### src/hw/rtl/mvs_pkg.sv
// Package for the mean / variance / standard deviation unit.
// Holds the sizing constants and the beat structs; no dependencies.
package mvs_pkg;

	localparam int MAX_SAMPLES = 256;
	localparam int SAMPLE_BITS = 13;

	localparam int ADDR_W = (MAX_SAMPLES > 1) ? $clog2(MAX_SAMPLES) : 1;
	localparam int CNT_W  = $clog2(MAX_SAMPLES + 1);
	localparam int SUM_W  = SAMPLE_BITS + ADDR_W;
	localparam int VAR_W  = 2 * SAMPLE_BITS;
	localparam int SQ_W   = VAR_W + ADDR_W;
	localparam int DCNT_W = $clog2(SQ_W + 1);

	localparam logic [VAR_W-1:0] SQRT_BIT0 = {2'b01, {(VAR_W-2){1'b0}}};

	typedef struct packed {
		logic [SAMPLE_BITS-1:0] sample;
		logic                   is_last;
	} mvs_in_t;

	typedef struct packed {
		logic [SAMPLE_BITS-1:0] mean;
		logic [VAR_W-1:0]       variance;
		logic [SAMPLE_BITS-1:0] std_dev;
		logic [CNT_W-1:0]       sample_count;
		logic                   overflow;
	} mvs_out_t;

endpackage

### src/hw/rtl/mean_variance_stddev_unit.sv
// Mean, population variance and standard deviation over a buffered sample set.
// Busy: a sample without is_last leaves busy low; the last sample of a set keeps
// busy high through the mean divide, square pass, variance divide and root,
// which use the shared bit-serial divider and the bit-serial root.
// Throughput: one beat per cycle while loading; the receiver cannot stall.
// Reset: arst_n clears count, sum, drop flag and sequencer; buffer is not cleared.
module mean_variance_stddev_unit
	import mvs_pkg::*;
(
	input  logic     clk,
	input  logic     arst_n,
	input  logic     start,
	input  mvs_in_t  item,
	output logic     busy,
	output logic     done,
	output mvs_out_t result
);

	typedef enum logic [4:0] {
		S_IDLE     = 5'b00001,
		S_DIV_MEAN = 5'b00010,
		S_SQ       = 5'b00100,
		S_DIV_VAR  = 5'b01000,
		S_SQRT     = 5'b10000
	} state_t;

	state_t                 state_q;
	logic [CNT_W-1:0]       count_q;
	logic [SUM_W-1:0]       sum_q;
	logic                   drop_q;
	logic [DCNT_W-1:0]      div_cnt_q;
	logic [ADDR_W-1:0]      addr_q;
	logic                   issue_q;
	logic                   v_s1;
	logic                   v_s2;
	logic                   done_q;

	logic [SAMPLE_BITS-1:0] mem [MAX_SAMPLES];
	logic [SAMPLE_BITS-1:0] rd_s1;
	logic [VAR_W-1:0]       prod_s2;
	logic [SQ_W-1:0]        acc_q;
	logic [SQ_W-1:0]        dvd_q;
	logic [CNT_W-1:0]       rem_q;
	logic [SAMPLE_BITS-1:0] mean_q;
	logic [VAR_W-1:0]       var_q;
	logic [VAR_W-1:0]       sqv_q;
	logic [VAR_W-1:0]       root_q;
	logic [VAR_W-1:0]       bit_q;
	mvs_out_t               result_q;

	logic                   accept;
	logic                   full;
	logic [SUM_W-1:0]       sum_nxt;
	logic [CNT_W:0]         div_shift;
	logic [CNT_W:0]         div_sub;
	logic                   div_ge;
	logic [CNT_W-1:0]       rem_nxt;
	logic [SQ_W-1:0]        quo_nxt;
	logic                   div_last;
	logic                   issue_last;
	logic                   sq_drained;
	logic [SAMPLE_BITS-1:0] dev;
	logic [VAR_W-1:0]       trial;
	logic                   sqrt_ge;
	logic [VAR_W-1:0]       root_nxt;
	logic [VAR_W-1:0]       sqv_nxt;
	logic                   sqrt_last;

	assign busy   = (state_q != S_IDLE);
	assign accept = start && !busy;
	assign full   = (count_q == CNT_W'(MAX_SAMPLES));
	assign sum_nxt = full ? sum_q : sum_q + SUM_W'(item.sample);

	// shared restoring divider, one quotient bit a cycle
	assign div_shift = {rem_q, dvd_q[SQ_W-1]};
	assign div_sub   = div_shift - {1'b0, count_q};
	assign div_ge    = (div_shift >= {1'b0, count_q});
	assign rem_nxt   = div_ge ? div_sub[CNT_W-1:0] : div_shift[CNT_W-1:0];
	assign quo_nxt   = {dvd_q[SQ_W-2:0], div_ge};
	assign div_last  = (div_cnt_q == DCNT_W'(1));

	assign issue_last = ((CNT_W'(addr_q) + CNT_W'(1)) == count_q);
	assign sq_drained = !issue_q && !v_s1 && !v_s2;
	assign dev = (rd_s1 >= mean_q) ? rd_s1 - mean_q : mean_q - rd_s1;

	assign trial     = root_q + bit_q;
	assign sqrt_ge   = (sqv_q >= trial);
	assign sqv_nxt   = sqrt_ge ? sqv_q - trial : sqv_q;
	assign root_nxt  = sqrt_ge ? (root_q >> 1) + bit_q : root_q >> 1;
	assign sqrt_last = bit_q[0];

	always_ff @(posedge clk or negedge arst_n) begin
		if (!arst_n) begin
			state_q   <= S_IDLE;
			count_q   <= '0;
			sum_q     <= '0;
			drop_q    <= 1'b0;
			div_cnt_q <= '0;
			addr_q    <= '0;
			issue_q   <= 1'b0;
			v_s1      <= 1'b0;
			v_s2      <= 1'b0;
			done_q    <= 1'b0;
		end else begin
			done_q <= 1'b0;
			v_s1   <= issue_q;
			v_s2   <= v_s1;
			case (state_q)
				S_IDLE: begin
					if (accept) begin
						sum_q <= sum_nxt;
						if (full) begin
							drop_q <= 1'b1;
						end else begin
							count_q <= count_q + CNT_W'(1);
						end
						if (item.is_last) begin
							div_cnt_q <= DCNT_W'(SQ_W);
							state_q   <= S_DIV_MEAN;
						end
					end
				end
				S_DIV_MEAN: begin
					div_cnt_q <= div_cnt_q - DCNT_W'(1);
					if (div_last) begin
						addr_q  <= '0;
						issue_q <= 1'b1;
						state_q <= S_SQ;
					end
				end
				S_SQ: begin
					if (issue_q) begin
						if (issue_last) begin
							issue_q <= 1'b0;
						end else begin
							addr_q <= addr_q + ADDR_W'(1);
						end
					end
					if (sq_drained) begin
						div_cnt_q <= DCNT_W'(SQ_W);
						state_q   <= S_DIV_VAR;
					end
				end
				S_DIV_VAR: begin
					div_cnt_q <= div_cnt_q - DCNT_W'(1);
					if (div_last) begin
						state_q <= S_SQRT;
					end
				end
				S_SQRT: begin
					if (sqrt_last) begin
						done_q  <= 1'b1;
						count_q <= '0;
						sum_q   <= '0;
						drop_q  <= 1'b0;
						state_q <= S_IDLE;
					end
				end
				default: begin
					state_q <= S_IDLE;
				end
			endcase
		end
	end

	always_ff @(posedge clk) begin
		if (accept && !full) begin
			mem[count_q[ADDR_W-1:0]] <= item.sample;
		end
		if (issue_q) begin
			rd_s1 <= mem[addr_q];
		end
	end

	always_ff @(posedge clk) begin
		prod_s2 <= VAR_W'(dev) * VAR_W'(dev);
		case (state_q)
			S_IDLE: begin
				if (accept && item.is_last) begin
					dvd_q <= SQ_W'(sum_nxt);
					rem_q <= '0;
				end
			end
			S_DIV_MEAN: begin
				dvd_q <= quo_nxt;
				rem_q <= rem_nxt;
				acc_q <= '0;
				if (div_last) begin
					mean_q <= quo_nxt[SAMPLE_BITS-1:0];
				end
			end
			S_SQ: begin
				if (v_s2) begin
					acc_q <= acc_q + SQ_W'(prod_s2);
				end
				dvd_q <= acc_q;
				rem_q <= '0;
			end
			S_DIV_VAR: begin
				dvd_q <= quo_nxt;
				rem_q <= rem_nxt;
				if (div_last) begin
					var_q  <= quo_nxt[VAR_W-1:0];
					sqv_q  <= quo_nxt[VAR_W-1:0];
					root_q <= '0;
					bit_q  <= SQRT_BIT0;
				end
			end
			S_SQRT: begin
				sqv_q  <= sqv_nxt;
				root_q <= root_nxt;
				bit_q  <= bit_q >> 2;
				if (sqrt_last) begin
					result_q.mean         <= mean_q;
					result_q.variance     <= var_q;
					result_q.std_dev      <= root_nxt[SAMPLE_BITS-1:0];
					result_q.sample_count <= count_q;
					result_q.overflow     <= drop_q;
				end
			end
			default: begin
			end
		endcase
	end

	assign done   = done_q;
	assign result = result_q;

`ifndef NO_ASSERTIONS
	a_done_pulse: assert property (@(posedge clk) disable iff (!arst_n)
		done_q |=> !done_q)
		else $error("result strobe longer than one cycle");
	a_count_cap: assert property (@(posedge clk) disable iff (!arst_n)
		count_q <= CNT_W'(MAX_SAMPLES))
		else $error("sample count beyond buffer capacity");
	a_done_count: assert property (@(posedge clk) disable iff (!arst_n)
		done_q |-> (result_q.sample_count != '0))
		else $error("result with zero samples");
	a_last_busy: assert property (@(posedge clk) disable iff (!arst_n)
		(accept && item.is_last) |=> busy)
		else $error("last sample did not start the passes");
	a_pipe_order: assert property (@(posedge clk) disable iff (!arst_n)
		v_s2 |-> $past(v_s1))
		else $error("square pipeline valid out of order");
`endif

endmodule

### config.mk
export PLATFORM = sky130hd
export DESIGN_NAME = mean_variance_stddev_unit
export DESIGN_NICKNAME = d
export VERILOG_FILES = /design/src/hw/rtl/mvs_pkg.sv /design/src/hw/rtl/mean_variance_stddev_unit.sv
export SDC_FILE = /design/constraint.sdc
export NUM_CORES = 2
export LEC_CHECK = 0
export BUFFER_PORTS_ARGS = -buffer_cell sky130_fd_sc_hd__buf_4
export CORE_ASPECT_RATIO = 0.5
export CORE_MARGIN = 2
export CORE_UTILIZATION = 55
export DETAILED_ROUTE_END_ITERATION = 12
export PLACE_DENSITY = 0.71
export SYNTH_ARGS = -nofsm -noshare
export SYNTH_HDL_FRONTEND = slang
export SYNTH_SLANG_ARGS = --single-unit
### constraint.sdc
create_clock -name clk -period 13.85 [get_ports clk]
set_input_delay 2.0775 -clock clk [delete_from_list [all_inputs] [get_ports clk]]
set_output_delay 2.0775 -clock clk [all_outputs]
set_load 0.01 [all_outputs]
==> results.toml <==
[synthesis]
async_flop_share = 0.01474
synthDistinctLibCells = 83
synth-edff-count = 3584
syn_nets = 7863
synthTopCellsByArea = "edfxtp_1, mux4_2, ha_1, fa_1, nor2_1"
ys_ff_latch = 3663
synth-main-ff-cell = "edfxtp_1"
yosysTopAreaCellShare = 0.7142
ys_seq_area_frac = 0.7265
ys_warn_count = 0
synth_top_area_cell = "edfxtp_1"
synth_area_mm2 = 0.1507
syn_avg_cell_area_um2 = 19.98
synthCells = 7544

[placement]
dp_hpwl_um = 221300
io_buffer_count = 80
place_ws_ns = 5.102
place.gp.congestion = 0.8625

[floorplanning]
ios = 81
std_cell_rows = 135
die_w_um = 744.3
die_area_mm2 = 0.2784
coreArea_mm2 = 0.2716
die_h_um = 374.1
start_util = 0.5548

[cts]
ctsResizeCount = 0
htreeDepth = 5
cts_buffers = 319
hold_buffers = 0
cts-root-buf = "clkbuf_16"
clkLatencyLatePin_ns = 0.90
cts_buffer_depth = 4
clkSlewWorstSetupHoldPaths_ns = 0.07
clock-sinks = 3663
cts_tree = "built"
cts_setup_buffers = 0

[sta]
fin_tns_setup_ns = 0
worst_slew_pin_slew_ns = 1.358
finalSetupViolations = 0
setup_ws_ns = 5.083
slew_violations = 0
rsz0062_at_grt = "false"
slew_headroom = 0.09442
fmax_mhz = 114.1
skew_ns = 0.06336
fin_crit_ns = 8.767
min_period_over_period = 0.6330
hold_viol = 0

[global_routing]
track_usage = 0.2679
first_global_vias = 74300
grt_pass1_wl_um = 537900
grt_start_max_net_pins = 117
grt_overflow = 0
antenna_found_initial = 12

[routing]
drtPass1Iterations = 8
viasPerCell = 6.479
drt-initial-drc-count = 10740
drcViolationCount = 0
vias = 76070
wire_per_inst_um = 31.71
wl_um = 372300
postRouteAntennaNets = 0

[run_status]
status = "complete, no violations"

[job]
max_cap_viol_count = 0

[worst_setup_path]
crit_buf_inv = 5
critPathCaptureType = "flop"
rrSetupSlack_ns = 5.08
crit_top_cell = "fa_1"
path_delay_family = "adder cells"
r2r_start = "rd_s1[1]"
path_max_fanout = 16
critical_path_class = "flop to flop"
crit_required_ns = 14.62
slowest_stage = "fa_1"
start_kind = "flop"
cpPeakStageDelay_ns = 0.55
r2r_cells = 29
worstPathArrival_ns = 9.54
r2r-end = "prod_s2[25]"

[power]
p_int_uw = 18740
pwr-share-comb = 0.136
p_clk_frac = 0.357
power_frac_seq = 0.507
power.switching_uw = 6322
power.leakage_uw = 0.05315
p_per_area_mw_per_mm2 = 150.0
swShare = 0.2522
vdd_ir_drop_max_v = 0.0001951

[final_layout]
drive_gt1_frac = 0.2463
fill_cells = 18530
final_common_cell = "edfxtp_1"
multi_input_comb_area_mm2 = 0.03898
nNetsFinal = 8182
regArea_mm2 = 0.1095
fin_util = 0.6150
final_cell_mix = "edfxtp_1, mux4_2, nor2_1"
areaGrowthSynthToFinish_pct = 10.85

[hold_path]
hold_path.class = "flop to flop"
holdPathEnd = "v_s2"
hold_depth = 0
worstHoldStart = "v_s1"
[cell usage after synthesis, types with 21 or more instances]
library cell / n
a31oi_1: 44
clkbuf_1: 161
nand2b_1: 33
a21oi_1: 158
edfxtp_1: 3584
a22oi_1: 29
nor3_1: 33
xor2_1: 65
and2_1: 34
a21o_1: 58
mux2i_1: 113
xnor2_1: 89
buf_4: 36
mux4_2: 998
nand3_1: 43
nor2_1: 453
buf_2: 88
o22ai_1: 31
fa_1: 101
nand2_1: 302
and3_1: 21
dfrtp_1: 53
buf_1: 52
o221ai_1: 48
inv_1: 234
a211oi_1: 35
o21ai_0: 152
ha_1: 201
dfxtp_1: 25
[kinds of logic after synthesis]
| kind of cell | after synthesis | synth area share |
|---|---|---|
| flip-flops | 3663 | 0.7265 |
| multiplexers | 1119 | 0.1573 |
| AND/OR/NAND/NOR | 1002 | 0.02874 |
| AO/OA/AOI/OAI | 703 | 0.03050 |
| buffers and inverters | 597 | 0.01745 |
| adder cells (fa/ha/maj) | 302 | 0.03011 |
| XOR/XNOR | 158 | 0.009457 |
[how the worst max path moves through the flow]
stage                     depth (start not counted)  slack, ns           to       start
after floorplan                                  29       6.45  prod_s2[25]  mean_q[10]
after CTS                                        29       5.03  prod_s2[25]    rd_s1[1]
after global routing                             29       4.55  prod_s2[25]    rd_s1[1]
after global placement                           29       5.16  prod_s2[25]    rd_s1[1]
final                                            29       5.08  prod_s2[25]    rd_s1[1]
after detailed placement                         28       5.10  prod_s2[25]  mean_q[10]
[routing by layer]
metal	GRT usage	share of wire
met5	0	0.00016
met4	0.06611	0.027
met3	0.06415	0.11
met2	0.4011	0.46
met1	0.4040	0.41
[area by class of cell]
cell class	instances	share of cell area
Antenna cell	10	0.0001498
Clock buffer	375	0.05012
Clock inverter	184	0.01089
Inverter	240	0.005460
Multi-Input combinational cell	3284	0.2333
Sequential cell	3663	0.6555
Tap cell	3630	0.02719
Timing Repair Buffer	355	0.01736
[power by group through the flow]
stage          clock network [µW]  logic (µW)  registers, µW
2_1_floorplan                   0        2340          12800
3_3_place_gp                    0        3360          13000
3_5_place_dp                    0        3400          13000
4_1_cts                      9010        3420          12700
5_1_grt                      9430        3840          12700
6_report                     8940        3410          12700
[worst register-to-register path: cells and delay by family, from the launching register on]
kind	cells	cell delay, ns
compound gates	10	2.58
xor+xnor	2	0.58
fa+ha+maj	7	3.11
buf+inv	5	0.82
flops	1	0.44
mux	1	0.38
simple gates	4	0.79
[flip-flops by register name, indices dropped and copies added, names as in the netlist]
name	count
rem_q	9
v_s2	1
mean_q	13
addr_q	8
sqv_q	26
rd_s1	13
count_q	9
result	62
sum_q	21
var_q	26
v_s1	1
acc_q	34
dvd_q	34
state_q	5
done	1
drop_q	1
mem	3328
root_q	26
bit_q	13
div_cnt_q	6
prod_s2	25
issue_q	1
[through the flow]
step           std cells  power, µW  hold slack, ns  area [µm²]
2_1_floorplan       7544      15190          0.3550      150700
5_1_grt            11730      26010          0.3943      167000
3_5_place_dp       11170      16350          0.3738      156800
3_3_place_gp       11170      16320          0.3635      156800
4_1_cts            11730      25150          0.3841      167000
6_report           11740      25060          0.3900      167000
Note: power is estimated with default switching activity, not from simulation.
